<file path="src/sv/pbfe_pkg.sv">
`default_nettype none
// ----------------------------------------------------------------------------
// pbfe_pkg
// Shared types and constants of the protobuf field extractor.
// ----------------------------------------------------------------------------
package pbfe_pkg;

   localparam int LENGTH_BITS_DEFAULT = 32;
   localparam int FIELD_WIDTH         = 29;
   localparam int COUNT_WIDTH         = 16;
   localparam int CSR_DATA_WIDTH      = 29;
   localparam int VARINT_WIDTH        = 64;
   localparam int FIFO_DEPTH          = 4;

   localparam logic [0:0] CSR_TARGET_FIELD = 1'b0;
   localparam logic [0:0] CSR_COPY_LIMIT   = 1'b1;

   localparam logic [FIELD_WIDTH-1:0] TARGET_RESET = 29'd1;
   localparam logic [COUNT_WIDTH-1:0] LIMIT_RESET  = 16'hFFFF;

   // last byte index of a varint (shift 63)
   localparam logic [3:0] VARINT_LAST_BYTE = 4'd9;

   localparam logic [2:0] WT_VARINT  = 3'd0;
   localparam logic [2:0] WT_FIXED64 = 3'd1;
   localparam logic [2:0] WT_LENGTH  = 3'd2;
   localparam logic [2:0] WT_FIXED32 = 3'd5;

   localparam logic KIND_PAYLOAD = 1'b0;
   localparam logic KIND_REPORT  = 1'b1;

   typedef enum logic [2:0] {
      PH_TAG,
      PH_SKIPVAR,
      PH_LENSKIP,
      PH_LENCOPY,
      PH_SKIPBYTE,
      PH_COPY,
      PH_DONE
   } phase_type;

   typedef struct packed {
      logic                   kind;
      logic [7:0]             out_byte;
      logic                   found;
      logic                   malformed;
      logic [COUNT_WIDTH-1:0] copied_length;
      logic                   last;
   } result_type;

   typedef struct packed {
      logic       pay_valid;
      result_type pay;
      logic       rep_valid;
      result_type rep;
   } push_type;

endpackage
`default_nettype wire

</file>
<file path="src/sv/pbfe_req_if.sv">
`default_nettype none
// ----------------------------------------------------------------------------
// pbfe_req_if
// Request channel: one message byte with end-of-message mark.
// ----------------------------------------------------------------------------
interface pbfe_req_if;
   logic       valid;
   logic       ready;
   logic [7:0] data_byte;
   logic       end_of_message;

   modport source (output valid, data_byte, end_of_message, input ready);
   modport sink   (input valid, data_byte, end_of_message, output ready);
endinterface
`default_nettype wire

</file>
<file path="src/sv/pbfe_rsp_if.sv">
`default_nettype none
// ----------------------------------------------------------------------------
// pbfe_rsp_if
// Result channel: payload byte or end-of-message report.
// ----------------------------------------------------------------------------
interface pbfe_rsp_if;
   logic        valid;
   logic        ready;
   logic        kind;
   logic [7:0]  out_byte;
   logic        found;
   logic        malformed;
   logic [15:0] copied_length;
   logic        last;

   modport source (output valid, kind, out_byte, found, malformed, copied_length, last,
                   input ready);
   modport sink   (input valid, kind, out_byte, found, malformed, copied_length, last,
                   output ready);
endinterface
`default_nettype wire

</file>
<file path="src/sv/pbfe_parser.sv">
`default_nettype none
// ----------------------------------------------------------------------------
// pbfe_parser
// Wire-format state machine: one byte per cycle while accept is high, emits payload and report.
// ----------------------------------------------------------------------------
module pbfe_parser #(
   parameter int LENGTH_BITS = pbfe_pkg::LENGTH_BITS_DEFAULT
) (
   input  wire logic                                clock,
   input  wire logic                                reset,
   input  wire logic                                accept,
   input  wire logic [7:0]                          data_byte,
   input  wire logic                                end_of_message,
   input  wire logic                                csr_write_en,
   input  wire logic [0:0]                          csr_index,
   input  wire logic [pbfe_pkg::CSR_DATA_WIDTH-1:0] csr_write_data,
   output pbfe_pkg::push_type                       push
);

   localparam int CW = pbfe_pkg::COUNT_WIDTH;
   localparam int VW = pbfe_pkg::VARINT_WIDTH;

   pbfe_pkg::phase_type                 phase_ff, phase_in, phase_step;
   logic [VW-1:0]                       accum_ff, accum_in, accum_step;
   logic [3:0]                          idx_ff, idx_in, idx_step;
   logic [LENGTH_BITS-1:0]              rem_ff, rem_in, rem_step;
   logic [CW-1:0]                       copied_ff, copied_in, copied_step;
   logic                                found_ff, found_in, found_step;
   logic                                error_ff, error_in, error_step;
   logic [pbfe_pkg::FIELD_WIDTH-1:0]    target_ff;
   logic [CW-1:0]                       limit_ff;

   logic [5:0]             shift;
   logic [VW-1:0]          accum_fed;
   logic                   var_cont;
   logic                   var_over;
   logic [2:0]             tag_wire;
   logic                   tag_match;
   logic                   len_sat;
   logic [LENGTH_BITS-1:0] len_val;
   logic [LENGTH_BITS-1:0] rem_dec;
   logic [CW-1:0]          copied_inc;

   assign shift      = 6'((7'({3'b000, idx_ff}) << 3) - 7'({3'b000, idx_ff}));
   assign accum_fed  = accum_ff | ({57'd0, data_byte[6:0]} << shift);
   assign var_cont   = data_byte[7];
   assign var_over   = var_cont && (idx_ff == pbfe_pkg::VARINT_LAST_BYTE);
   assign tag_wire   = accum_fed[2:0];
   assign tag_match  = accum_fed[VW-1:3] == {32'd0, target_ff};
   assign len_sat    = (accum_fed >> LENGTH_BITS) != '0;
   assign len_val    = len_sat ? {LENGTH_BITS{1'b1}} : accum_fed[LENGTH_BITS-1:0];
   assign rem_dec    = (rem_ff != '0) ? rem_ff - LENGTH_BITS'(1) : rem_ff;
   assign copied_inc = copied_ff + CW'(1);

   // next state
   always_comb begin
      phase_step  = phase_ff;
      accum_step  = accum_ff;
      idx_step    = idx_ff;
      rem_step    = rem_ff;
      copied_step = copied_ff;
      found_step  = found_ff;
      error_step  = error_ff;
      case (phase_ff)
         pbfe_pkg::PH_TAG, pbfe_pkg::PH_SKIPVAR,
         pbfe_pkg::PH_LENSKIP, pbfe_pkg::PH_LENCOPY: begin
            if (var_over) begin
               accum_step = '0;
               idx_step   = '0;
               error_step = 1'b1;
               phase_step = pbfe_pkg::PH_DONE;
            end else if (var_cont) begin
               accum_step = accum_fed;
               idx_step   = idx_ff + 4'd1;
            end else begin
               accum_step = '0;
               idx_step   = '0;
               case (phase_ff)
                  pbfe_pkg::PH_TAG: begin
                     case (tag_wire)
                        pbfe_pkg::WT_VARINT: phase_step = pbfe_pkg::PH_SKIPVAR;
                        pbfe_pkg::WT_FIXED64: begin
                           rem_step   = LENGTH_BITS'(8);
                           phase_step = pbfe_pkg::PH_SKIPBYTE;
                        end
                        pbfe_pkg::WT_FIXED32: begin
                           rem_step   = LENGTH_BITS'(4);
                           phase_step = pbfe_pkg::PH_SKIPBYTE;
                        end
                        pbfe_pkg::WT_LENGTH: begin
                           phase_step = tag_match ? pbfe_pkg::PH_LENCOPY
                                                  : pbfe_pkg::PH_LENSKIP;
                        end
                        default: begin
                           error_step = 1'b1;
                           phase_step = pbfe_pkg::PH_DONE;
                        end
                     endcase
                  end
                  pbfe_pkg::PH_SKIPVAR: phase_step = pbfe_pkg::PH_TAG;
                  pbfe_pkg::PH_LENSKIP: begin
                     rem_step   = len_val;
                     phase_step = (len_val == '0) ? pbfe_pkg::PH_TAG : pbfe_pkg::PH_SKIPBYTE;
                  end
                  default: begin
                     rem_step   = len_val;
                     found_step = 1'b1;
                     phase_step = (len_val == '0 || limit_ff == '0) ? pbfe_pkg::PH_DONE
                                                                     : pbfe_pkg::PH_COPY;
                  end
               endcase
            end
         end
         pbfe_pkg::PH_SKIPBYTE: begin
            rem_step = rem_dec;
            if (rem_dec == '0) begin
               phase_step = pbfe_pkg::PH_TAG;
            end
         end
         pbfe_pkg::PH_COPY: begin
            rem_step    = rem_dec;
            copied_step = copied_inc;
            if (rem_dec == '0 || copied_inc >= limit_ff) begin
               phase_step = pbfe_pkg::PH_DONE;
            end
         end
         default: ;
      endcase

      if (accept && end_of_message) begin
         phase_in  = pbfe_pkg::PH_TAG;
         accum_in  = '0;
         idx_in    = '0;
         rem_in    = '0;
         copied_in = '0;
         found_in  = 1'b0;
         error_in  = 1'b0;
      end else if (accept) begin
         phase_in  = phase_step;
         accum_in  = accum_step;
         idx_in    = idx_step;
         rem_in    = rem_step;
         copied_in = copied_step;
         found_in  = found_step;
         error_in  = error_step;
      end else begin
         phase_in  = phase_ff;
         accum_in  = accum_ff;
         idx_in    = idx_ff;
         rem_in    = rem_ff;
         copied_in = copied_ff;
         found_in  = found_ff;
         error_in  = error_ff;
      end
   end

   // outputs
   always_comb begin
      push.pay_valid         = accept && (phase_ff == pbfe_pkg::PH_COPY);
      push.pay.kind          = pbfe_pkg::KIND_PAYLOAD;
      push.pay.out_byte      = data_byte;
      push.pay.found         = 1'b0;
      push.pay.malformed     = 1'b0;
      push.pay.copied_length = '0;
      push.pay.last          = 1'b0;
      push.rep_valid         = accept && end_of_message;
      push.rep.kind          = pbfe_pkg::KIND_REPORT;
      push.rep.out_byte      = 8'd0;
      push.rep.found         = found_step;
      push.rep.malformed     = error_step;
      push.rep.copied_length = copied_step;
      push.rep.last          = 1'b1;
   end

   always_ff @(posedge clock) begin
      if (reset) begin
         phase_ff  <= pbfe_pkg::PH_TAG;
         accum_ff  <= '0;
         idx_ff    <= '0;
         rem_ff    <= '0;
         copied_ff <= '0;
         found_ff  <= 1'b0;
         error_ff  <= 1'b0;
         target_ff <= pbfe_pkg::TARGET_RESET;
         limit_ff  <= pbfe_pkg::LIMIT_RESET;
      end else begin
         phase_ff  <= phase_in;
         accum_ff  <= accum_in;
         idx_ff    <= idx_in;
         rem_ff    <= rem_in;
         copied_ff <= copied_in;
         found_ff  <= found_in;
         error_ff  <= error_in;
         if (csr_write_en && csr_index == pbfe_pkg::CSR_TARGET_FIELD) begin
            target_ff <= csr_write_data;
         end
         if (csr_write_en && csr_index == pbfe_pkg::CSR_COPY_LIMIT) begin
            limit_ff <= csr_write_data[CW-1:0];
         end
      end
   end

endmodule
`default_nettype wire

</file>
<file path="src/sv/pbfe_out_fifo.sv">
`default_nettype none
// ----------------------------------------------------------------------------
// pbfe_out_fifo
// Result queue: takes up to two results a cycle, delivers one per pop.
// ----------------------------------------------------------------------------
module pbfe_out_fifo (
   input  wire logic                 clock,
   input  wire logic                 reset,
   input  pbfe_pkg::push_type        push,
   input  wire logic                 pop,
   output pbfe_pkg::result_type      head,
   output logic                      not_empty,
   output logic                      has_room
);

   localparam int DEPTH = pbfe_pkg::FIFO_DEPTH;
   localparam int PW    = $clog2(DEPTH);
   localparam int NW    = $clog2(DEPTH + 1);

   pbfe_pkg::result_type mem_ff [DEPTH];
   logic [PW-1:0] wr_ff, wr_in;
   logic [PW-1:0] rd_ff, rd_in;
   logic [NW-1:0] count_ff, count_in;
   logic [PW-1:0] rep_slot;

   assign rep_slot  = wr_ff + PW'(push.pay_valid);
   assign wr_in     = rep_slot + PW'(push.rep_valid);
   assign rd_in     = rd_ff + PW'(pop);
   assign count_in  = count_ff + NW'(push.pay_valid) + NW'(push.rep_valid) - NW'(pop);
   assign head      = mem_ff[rd_ff];
   assign not_empty = count_ff != '0;
   assign has_room  = count_ff <= NW'(DEPTH - 2);

   always_ff @(posedge clock) begin
      if (push.pay_valid) begin
         mem_ff[wr_ff] <= push.pay;
      end
      if (push.rep_valid) begin
         mem_ff[rep_slot] <= push.rep;
      end
   end

   always_ff @(posedge clock) begin
      if (reset) begin
         wr_ff    <= '0;
         rd_ff    <= '0;
         count_ff <= '0;
      end else begin
         wr_ff    <= wr_in;
         rd_ff    <= rd_in;
         count_ff <= count_in;
      end
   end

endmodule
`default_nettype wire

</file>
<file path="src/sv/protobuf_field_extractor.sv">
`default_nettype none
// A result is written into the result queue when its request is accepted.
// Throughput: one request per cycle while ready is high; each accepted byte updates the parse state.
// A final byte that also carries payload gives two results, drained one per cycle while rsp ready is high
// from a four-entry result queue; ready is low while fewer than two slots are free.
// Reset (synchronous, active high) clears the parse state and the queue and
// loads target_field = 1, copy_limit = 65535.
// ----------------------------------------------------------------------------
// protobuf_field_extractor
// Extracts the payload of one length-delimited protobuf field from a byte stream.
// ----------------------------------------------------------------------------
module protobuf_field_extractor #(
   parameter int LENGTH_BITS = pbfe_pkg::LENGTH_BITS_DEFAULT
) (
   input  wire logic                                clock,
   input  wire logic                                reset,
   pbfe_req_if.sink                                 req_bus,
   pbfe_rsp_if.source                               rsp_bus,
   input  wire logic                                csr_write_en,
   input  wire logic [0:0]                          csr_index,
   input  wire logic [pbfe_pkg::CSR_DATA_WIDTH-1:0] csr_write_data
);

   pbfe_pkg::push_type   push;
   pbfe_pkg::result_type head;
   logic                 accept;
   logic                 pop;
   logic                 not_empty;
   logic                 has_room;

   assign req_bus.ready = has_room;
   assign accept        = req_bus.valid && has_room;
   assign pop           = not_empty && rsp_bus.ready;

   pbfe_parser #(
      .LENGTH_BITS (LENGTH_BITS)
   ) u_parser (
      .clock          (clock),
      .reset          (reset),
      .accept         (accept),
      .data_byte      (req_bus.data_byte),
      .end_of_message (req_bus.end_of_message),
      .csr_write_en   (csr_write_en),
      .csr_index      (csr_index),
      .csr_write_data (csr_write_data),
      .push           (push)
   );

   pbfe_out_fifo u_fifo (
      .clock     (clock),
      .reset     (reset),
      .push      (push),
      .pop       (pop),
      .head      (head),
      .not_empty (not_empty),
      .has_room  (has_room)
   );

   assign rsp_bus.valid         = not_empty;
   assign rsp_bus.kind          = head.kind;
   assign rsp_bus.out_byte      = head.out_byte;
   assign rsp_bus.found         = head.found;
   assign rsp_bus.malformed     = head.malformed;
   assign rsp_bus.copied_length = head.copied_length;
   assign rsp_bus.last          = head.last;

endmodule
`default_nettype wire

</file>
<file path="src/flat_wrapper.sv">
// flat-port wrapper written by rule: the top's interface ports become plain ports
module protobuf_field_extractor_flat 
#(
   parameter int LENGTH_BITS = pbfe_pkg::LENGTH_BITS_DEFAULT
)
  (clock, reset, csr_write_en, csr_index, csr_write_data, req_bus_valid, req_bus_data_byte, req_bus_end_of_message, req_bus_ready, rsp_bus_valid, rsp_bus_kind, rsp_bus_out_byte, rsp_bus_found, rsp_bus_malformed, rsp_bus_copied_length, rsp_bus_last, rsp_bus_ready);
  pbfe_req_if req_bus_i ();
  pbfe_rsp_if rsp_bus_i ();
  input  wire logic clock;
  input  wire logic reset;
  input  wire logic csr_write_en;
  input  wire logic [0:0] csr_index;
  input  wire logic [pbfe_pkg::CSR_DATA_WIDTH-1:0] csr_write_data;
  input wire logic [$bits(req_bus_i.valid)-1:0] req_bus_valid;
  input wire logic [$bits(req_bus_i.data_byte)-1:0] req_bus_data_byte;
  input wire logic [$bits(req_bus_i.end_of_message)-1:0] req_bus_end_of_message;
  output wire logic [$bits(req_bus_i.ready)-1:0] req_bus_ready;
  output wire logic [$bits(rsp_bus_i.valid)-1:0] rsp_bus_valid;
  output wire logic [$bits(rsp_bus_i.kind)-1:0] rsp_bus_kind;
  output wire logic [$bits(rsp_bus_i.out_byte)-1:0] rsp_bus_out_byte;
  output wire logic [$bits(rsp_bus_i.found)-1:0] rsp_bus_found;
  output wire logic [$bits(rsp_bus_i.malformed)-1:0] rsp_bus_malformed;
  output wire logic [$bits(rsp_bus_i.copied_length)-1:0] rsp_bus_copied_length;
  output wire logic [$bits(rsp_bus_i.last)-1:0] rsp_bus_last;
  input wire logic [$bits(rsp_bus_i.ready)-1:0] rsp_bus_ready;
  assign req_bus_i.valid = req_bus_valid;
  assign req_bus_i.data_byte = req_bus_data_byte;
  assign req_bus_i.end_of_message = req_bus_end_of_message;
  assign req_bus_ready = req_bus_i.ready;
  assign rsp_bus_valid = rsp_bus_i.valid;
  assign rsp_bus_kind = rsp_bus_i.kind;
  assign rsp_bus_out_byte = rsp_bus_i.out_byte;
  assign rsp_bus_found = rsp_bus_i.found;
  assign rsp_bus_malformed = rsp_bus_i.malformed;
  assign rsp_bus_copied_length = rsp_bus_i.copied_length;
  assign rsp_bus_last = rsp_bus_i.last;
  assign rsp_bus_i.ready = rsp_bus_ready;
  protobuf_field_extractor #(.LENGTH_BITS(LENGTH_BITS)) u_core (.clock(clock), .reset(reset), .req_bus(req_bus_i), .rsp_bus(rsp_bus_i), .csr_write_en(csr_write_en), .csr_index(csr_index), .csr_write_data(csr_write_data));
endmodule
</file>
<file path="config.mk">
export PLATFORM = sky130hd
export DESIGN_NAME = protobuf_field_extractor_flat
export DESIGN_NICKNAME = d
export VERILOG_FILES = /design/src/sv/pbfe_pkg.sv /design/src/sv/pbfe_req_if.sv /design/src/sv/pbfe_rsp_if.sv /design/src/sv/pbfe_parser.sv /design/src/sv/pbfe_out_fifo.sv /design/src/sv/protobuf_field_extractor.sv /design/src/flat_wrapper.sv
export SDC_FILE = /design/constraint.sdc
export NUM_CORES = 1
export LEC_CHECK = 0
export ABC_AREA = 0
export BUFFER_PORTS_ARGS = -buffer_cell sky130_fd_sc_hd__buf_2
export CORE_MARGIN = 2
export CORE_UTILIZATION = 45
export CTS_BUF_LIST = sky130_fd_sc_hd__clkbuf_2 sky130_fd_sc_hd__clkbuf_4 sky130_fd_sc_hd__clkbuf_8
export DETAILED_ROUTE_END_ITERATION = 12
export PLACE_DENSITY_LB_ADDON = 0.2
export SETUP_SLACK_MARGIN = 0.2
export SYNTH_ARGS = -nofsm -noshare
export SYNTH_HDL_FRONTEND = slang
export SYNTH_SLANG_ARGS = --single-unit
</file>
<file path="constraint.sdc">
create_clock -name clock -period 9.3 [get_ports clock]
set_input_delay 0 -clock clock [delete_from_list [all_inputs] [get_ports clock]]
set_output_delay 0 -clock clock [all_outputs]
set_load 0.1 [all_outputs]
</file>
## Yosys cells after proc, flatten, opt, wreduce, memory -nomap -nowiden

Memories as Yosys holds them, arrays and structs flattened. A register that Yosys moved wholly into a read port is not among the register bits.
Cells that the tools add are included.

| cells by class | value |
|---|---|
| add/sub/neg operators | 10 |
| $lt $le $gt $ge | 2 |
| equality and inequality tests | 17 |
| shift operators | 1 |
| mux-type cells | 36 |
| bitwise operators | 2 |
| reductions and logical operators | 28 |

Operators with widths:

| cell | number |
|---|---|
| $pmux W32 S2 | 3 |
| $mux W32 | 4 |
| $mux W64 | 2 |
| $logic_not A32 Y1 | 2 |
| $or A64 B64 Y64 | 1 |
| $reduce_bool A64 Y1 | 1 |
| $shl A7 B6 Y64 | 1 |
| $eq A61 B29 Y1 | 1 |
| $reduce_bool A32 Y1 | 1 |
| $sub A32 B1 Y32 const B | 1 |
| $pmux W3 S3 | 3 |
| $add A16 B1 Y16 const B | 1 |
| $ge A16 B16 Y1 | 1 |
| $logic_not A16 Y1 | 1 |
| $mux W16 | 1 |
| $mux W3 | 5 |
| $mux W1 | 14 |
| $ne A2 B2 Y1 const B | 5 |
| $eq A3 B2 Y1 const B | 3 |
| $eq A3 B3 Y1 const B | 3 |
| $mux W4 | 2 |
| $reduce_or A4 Y1 | 2 |
| $logic_and A1 B1 Y1 | 7 |
| $add A2 B1 Y2 | 3 |
| other kinds (20) | 28 |

| word-level totals | value |
|---|---|
| bits in registers | 173 |
| bits in writable memories | 112 |
| bits of input ports | 44 |
| output and inout port bits | 30 |
| logic and storage cells | 109 |
| memories kept | 1 |

Memories:

| name | words | bits a word | read ports | clocked after Yosys merged registers in | write ports | RTL line | text |
|---|---|---|---|---|---|---|---|
| u_core.u_fifo.mem_ff | 4 | 28 | 1 | 1 | 2 | pbfe_out_fifo.sv:20 | `pbfe_pkg::result_type mem_ff [DEPTH];` |

## Depth between registers and ports, before layout

| logic depth | value |
|---|---|
| word-level depth | 12 |
| depth in mapped cells | 18 |
| depth with buffers taken out | 17 |

## Modules after synthesis

From an unflattened synthesis, not the netlist that was laid out.

| unflattened totals | value |
|---|---|
| cell total of the unflattened synthesis | 1840 |
| area, all modules | 17297.8 µm² |

Modules (own cells, without submodules):

| module | times used | cells an instance | area an instance (µm²) | sequential area each (µm²) |
|---|---|---|---|---|
| pbfe_parser | 1 | 1522 | 11448.5 | 3323.2 |
| pbfe_out_fifo | 1 | 316 | 5836.8 | 3503.4 |
| protobuf_field_extractor | 1 | 2 | 12.5 | 0.0 |

## Least setup slack after synthesis

OpenSTA, ideal clock, no wires.

| timing | value |
|---|---|
| path kind | register to register |
| start point | register u_core.u_parser.idx_ff[0] |
| end point | register u_core.u_parser.rem_ff[19] |
| library setup time | 128 ps |
| arrival time | 3926 ps |
| data required time | 9172 ps |
| path slack | 5247 ps |
| cell stages (with the launch flop) | 16 |
| buffers on the path | 3 |
| clock period less this slack | 4053 ps |
| path through | dfxtp_1 > buf_4 > inv_2 > ha_1 > buf_2 > mux2_2 > and3_1 > a221oi_1 > o211ai_1 > or4_4 > a2111oi_2 > and3_1 > buf_4 > a21oi_1 > a211oi_1 > nor2_1 |

| on the way | value |
|---|---|
| cells in the longest elaborated chain, start to end | 9 |
| elaborated cells on any way between the ends | 16 |
| classes of those cells | add/sub: 1; eq/ne: 5; shift: 1; mux: 5; bitwise: 1; reduce/logical: 3 |

RTL lines:

| element | RTL line | text |
|---|---|---|
| start, declared | pbfe_parser.sv:25 | `logic [3:0] idx_ff, idx_in, idx_step;` |
| start signal, assigned | pbfe_parser.sv:189 | `idx_ff <= idx_in;` |
| $sub A6 B4 Y6 | pbfe_parser.sv:44 | `assign shift = 6'((7'({3'b000, idx_ff}) << 3) - 7'({3'b000, idx_ff}));` |
| $shl A7 B6 Y64 | pbfe_parser.sv:45 | `assign accum_fed = accum_ff \| ({57'd0, data_byte[6:0]} << shift);` |
| $or A64 B64 Y64 | pbfe_parser.sv:45 |  |
| $reduce_bool A64 Y1 | pbfe_parser.sv:50 | `assign len_sat = (accum_fed >> LENGTH_BITS) != '0;` |
| $mux W32 | pbfe_parser.sv:51 | `assign len_val = len_sat ? {LENGTH_BITS{1'b1}} : accum_fed[LENGTH_BITS-1:0];` |
| $pmux W32 S2 | pbfe_parser.sv:78 | `case (phase_ff)` |
| $mux W32 | pbfe_parser.sv:72 | `end else if (var_cont) begin` |
| $mux W32 | pbfe_parser.sv:67 | `if (var_over) begin` |
| $pmux W32 S2 | pbfe_parser.sv:64 | `case (phase_ff)` |
| end signal, assigned | pbfe_parser.sv:190 | `rem_ff <= rem_in;` |
| end, declared | pbfe_parser.sv:26 | `logic [LENGTH_BITS-1:0] rem_ff, rem_in, rem_step;` |

Parallel ways exist; a longest one is shown, timed or not. The select of a mux whose other input is x is not followed.
A chain may end at the register's enable or synchronous reset.

==> results.ini <==
[worst_setup_path]
reg2reg_from = u_core.u_parser.phase_ff[2]
worstReg2RegEnd = u_core.u_fifo.mem_ff[3][2]
cp.buffers_inverters = 1
cpMostUsedCell = nand2_1
cp_data_required_time_ps = 9570
arrival_ps = 6090
end_kind = flip-flop
crit_family = simple AND/OR/NAND/NOR gates
r2r_cells = 8
worstPathCellList = nand2_1 -> nor2_1 -> nand2_1 -> inv_1 -> ha_1 -> xor2_1 -> nand3_1 -> nand2_1
critPathKind = reg -> reg
setup.reg_to_reg.worst_slack_ps = 3490
crit_fanout = 29
cpMaxStageDelayCell = nor2_1
startpoint_type = flip-flop
cpPeakStageDelay_ps = 920

[layout]
diodes = 0
final_cell_mix = nor2_1, nand2_1, dfxtp_1
final_common_cell = nor2_1
regArea_um2 = 6350
fin_cells = 2421
fin_nets = 2013
area_delta_synth_final_pct = 14.9
multi_input_comb_area_um2 = 8380
final_util_pct = 52.7
layout-drive-gt1-share_pct = 12.8
fillers = 3256

[power]
peakVddDrop_mv = 0.255
powerDensity_nw_per_um2 = 307
power_mw = 5.46
leakagePower_nw = 6.73

[drt]
viasPerCell = 5.98
drt_iter0_markers = 1270
post_drt_wl_per_cell_um = 20.7
vias = 14500
drtAntennaViolNets = 0
wirelength_mm = 50.1
drtPass1Iterations = 6
drc = 0

[clock_tree]
cts-root-buf = clkbuf_8
clkTransAtPathRegs_ps = 60
cts.htree.levels = 2
cts_tree = yes
cts.path.max_buffers = 3
clock_sinks = 281
clk_latency_ps = 650
cts_made_buffers = 49

[synth]
synthXorXnorAreaFrac_pct = 3.89
yosys_register_bits = 281
synthMuxAreaShare_pct = 5.99
synth_ff_type = dfxtp_1
synth_nets = 1911
synth-simple-area-share_pct = 23.4
synth_compound_area_share_pct = 18.2
synth.top_cell.area_share_pct = 27.1
synthArstFlopShare_pct = 0
netlist_area_um2 = 15500
yosysTopAreaCell = dfxtp_1
synth_warnings = 0
syn-mean-instance-area_um2 = 8.42
synth_adder_area_share_pct = 2.52
seq_area_frac_synth_pct = 41.0
synth_area_leaders = dfxtp_1, edfxtp_1, a21oi_1
yosysUniqueCellTypes = 91
synthCells = 1837
synth_edf_count = 72
synth_top_family_by_area = simple AND/OR/NAND/NOR gates

[place]
place_inst = 2267
io_buffers = 73
place_ws_ps = 3570
dp_hpwl_mm = 34.9
gp_congestion = 0.988

[die]
die_h_um = 189
fp.dieArea_um2 = 35900
rows = 67
pin_count = 74
die_width_um = 189
initial_core_util_pct = 45.9
coreArea_um2 = 33700

[timing]
timing.final.ws_setup_ps = 3490
drv_slew = 0
rsz0062_at_grt = false
fmax_mhz = 172
timing.slew.headroom_pct = 19.5
final.setup.tns_ps = 0
final_hold_viol_count = 0
setup_viol = 0
tightest_slew_ps = 1200
fin_crit_sh_pct = 62.5
fin_skew_ps = 41.2
period_needed_ps = 5810

[global_route]
track_usage_pct = 27.9
grt_max_degree = 63
grt_pass1_wl_mm = 78.4
grt_overflow = 0
first_global_vias = 13900
antenna_found_initial = 0

[hold_path]
min_to = u_core.u_parser.target_ff[27]
hp-start = csr_write_data[27]
hold_class = in -> reg
hold_depth = 4

[status]
status = complete, no violations

[job]
cap_violations = 0

layout make-up:
cell class	count	area share (%)
clock inverter	13	0.535
timing repair buffer	168	7.04
tap	448	3.15
clock buffer	72	4.98
multi-input combinational	1371	47.1
sequential	281	35.7
inverter	68	1.44
registers in the layout (all words and copies together) (netlist names):
name	count
u_core.u_parser.error_ff	1
u_core.u_fifo.rd_ff	2
u_core.u_fifo.wr_ff	2
u_core.u_parser.limit_ff	16
u_core.u_fifo.mem_ff	108
u_core.u_parser.idx_ff	4
u_core.u_parser.target_ff	29
u_core.u_parser.copied_ff	16
u_core.u_parser.phase_ff	3
u_core.u_parser.rem_ff	32
u_core.u_parser.found_ff	1
u_core.u_parser.accum_ff	64
u_core.u_fifo.count_ff	3
metrics by stage:
step,hold WS (ps),instance area (um2)
after floorplan,118,15500
after global placement,244,16100
after detailed placement,246,16100
after CTS,112,17800
after global routing,176,17800
final,171,17800
worst min-delay path, stage by stage:
cell and delay [ps]:
dlygate4sd3_1 530, buf_2 120, nand2_1 40, a21oi_1 50
how the worst max path moves through the flow:
stage,slack [ps],start,depth (start not counted),to
after floorplan,5250,u_core.u_parser.idx_ff[0],15,u_core.u_parser.rem_ff[19]
after global routing,2870,u_core.u_parser.phase_ff[2],8,u_core.u_fifo.mem_ff[3][1]
after detailed placement,3570,u_core.u_parser.phase_ff[2],8,u_core.u_fifo.mem_ff[3][5]
after global placement,3810,u_core.u_parser.phase_ff[2],8,u_core.u_fifo.mem_ff[3][6]
final,3490,u_core.u_parser.phase_ff[2],8,u_core.u_fifo.mem_ff[3][2]
after CTS,3520,u_core.u_parser.phase_ff[2],8,u_core.u_fifo.mem_ff[3][5]
metal layers:
metal / vias up / global-route usage (%) / share of wire [%]
li1: 6830 / - / -
met1: 6902 / 37.2 / 43
met3: 127 / 5.17 / 7.3
met4: 0 / 11.1 / 3.8
met2: 628 / 44.8 / 46
met5: - / 0 / 0
cell families (layout without fill, tap and decap cells):
kind of cell | Yosys count | in the layout
compound gates | 453 | 453
xor+xnor | 67 | 67
fa+ha+maj | 30 | 30
buf+inv | 185 | 321
flops | 281 | 281
mux | 50 | 50
simple gates | 771 | 771
power breakdown:
group	switching (mW)	internal [mW]	total (mW)
registers	0.103	1.33	1.44
logic	2.00	0.877	2.88
clock network	0.525	0.614	1.14
Yosys cell counts, types with 36 or more instances:
library cell,number
clkbuf_1,86
nand3_1,42
nor2_1,255
nand2_1,226
inv_1,66
dfxtp_1,209
edfxtp_1,72
nor3_1,57
o21ai_0,72
a21oi_1,195
nor4_1,36
timing repair:
action | CTS | global route
buffers inserted | 0 | 0
hold buffers | 69 | 0
gates resized for setup | 0 | 0
hold endpoints to repair | 87 | 0
(Power assumes the default switching activity.)
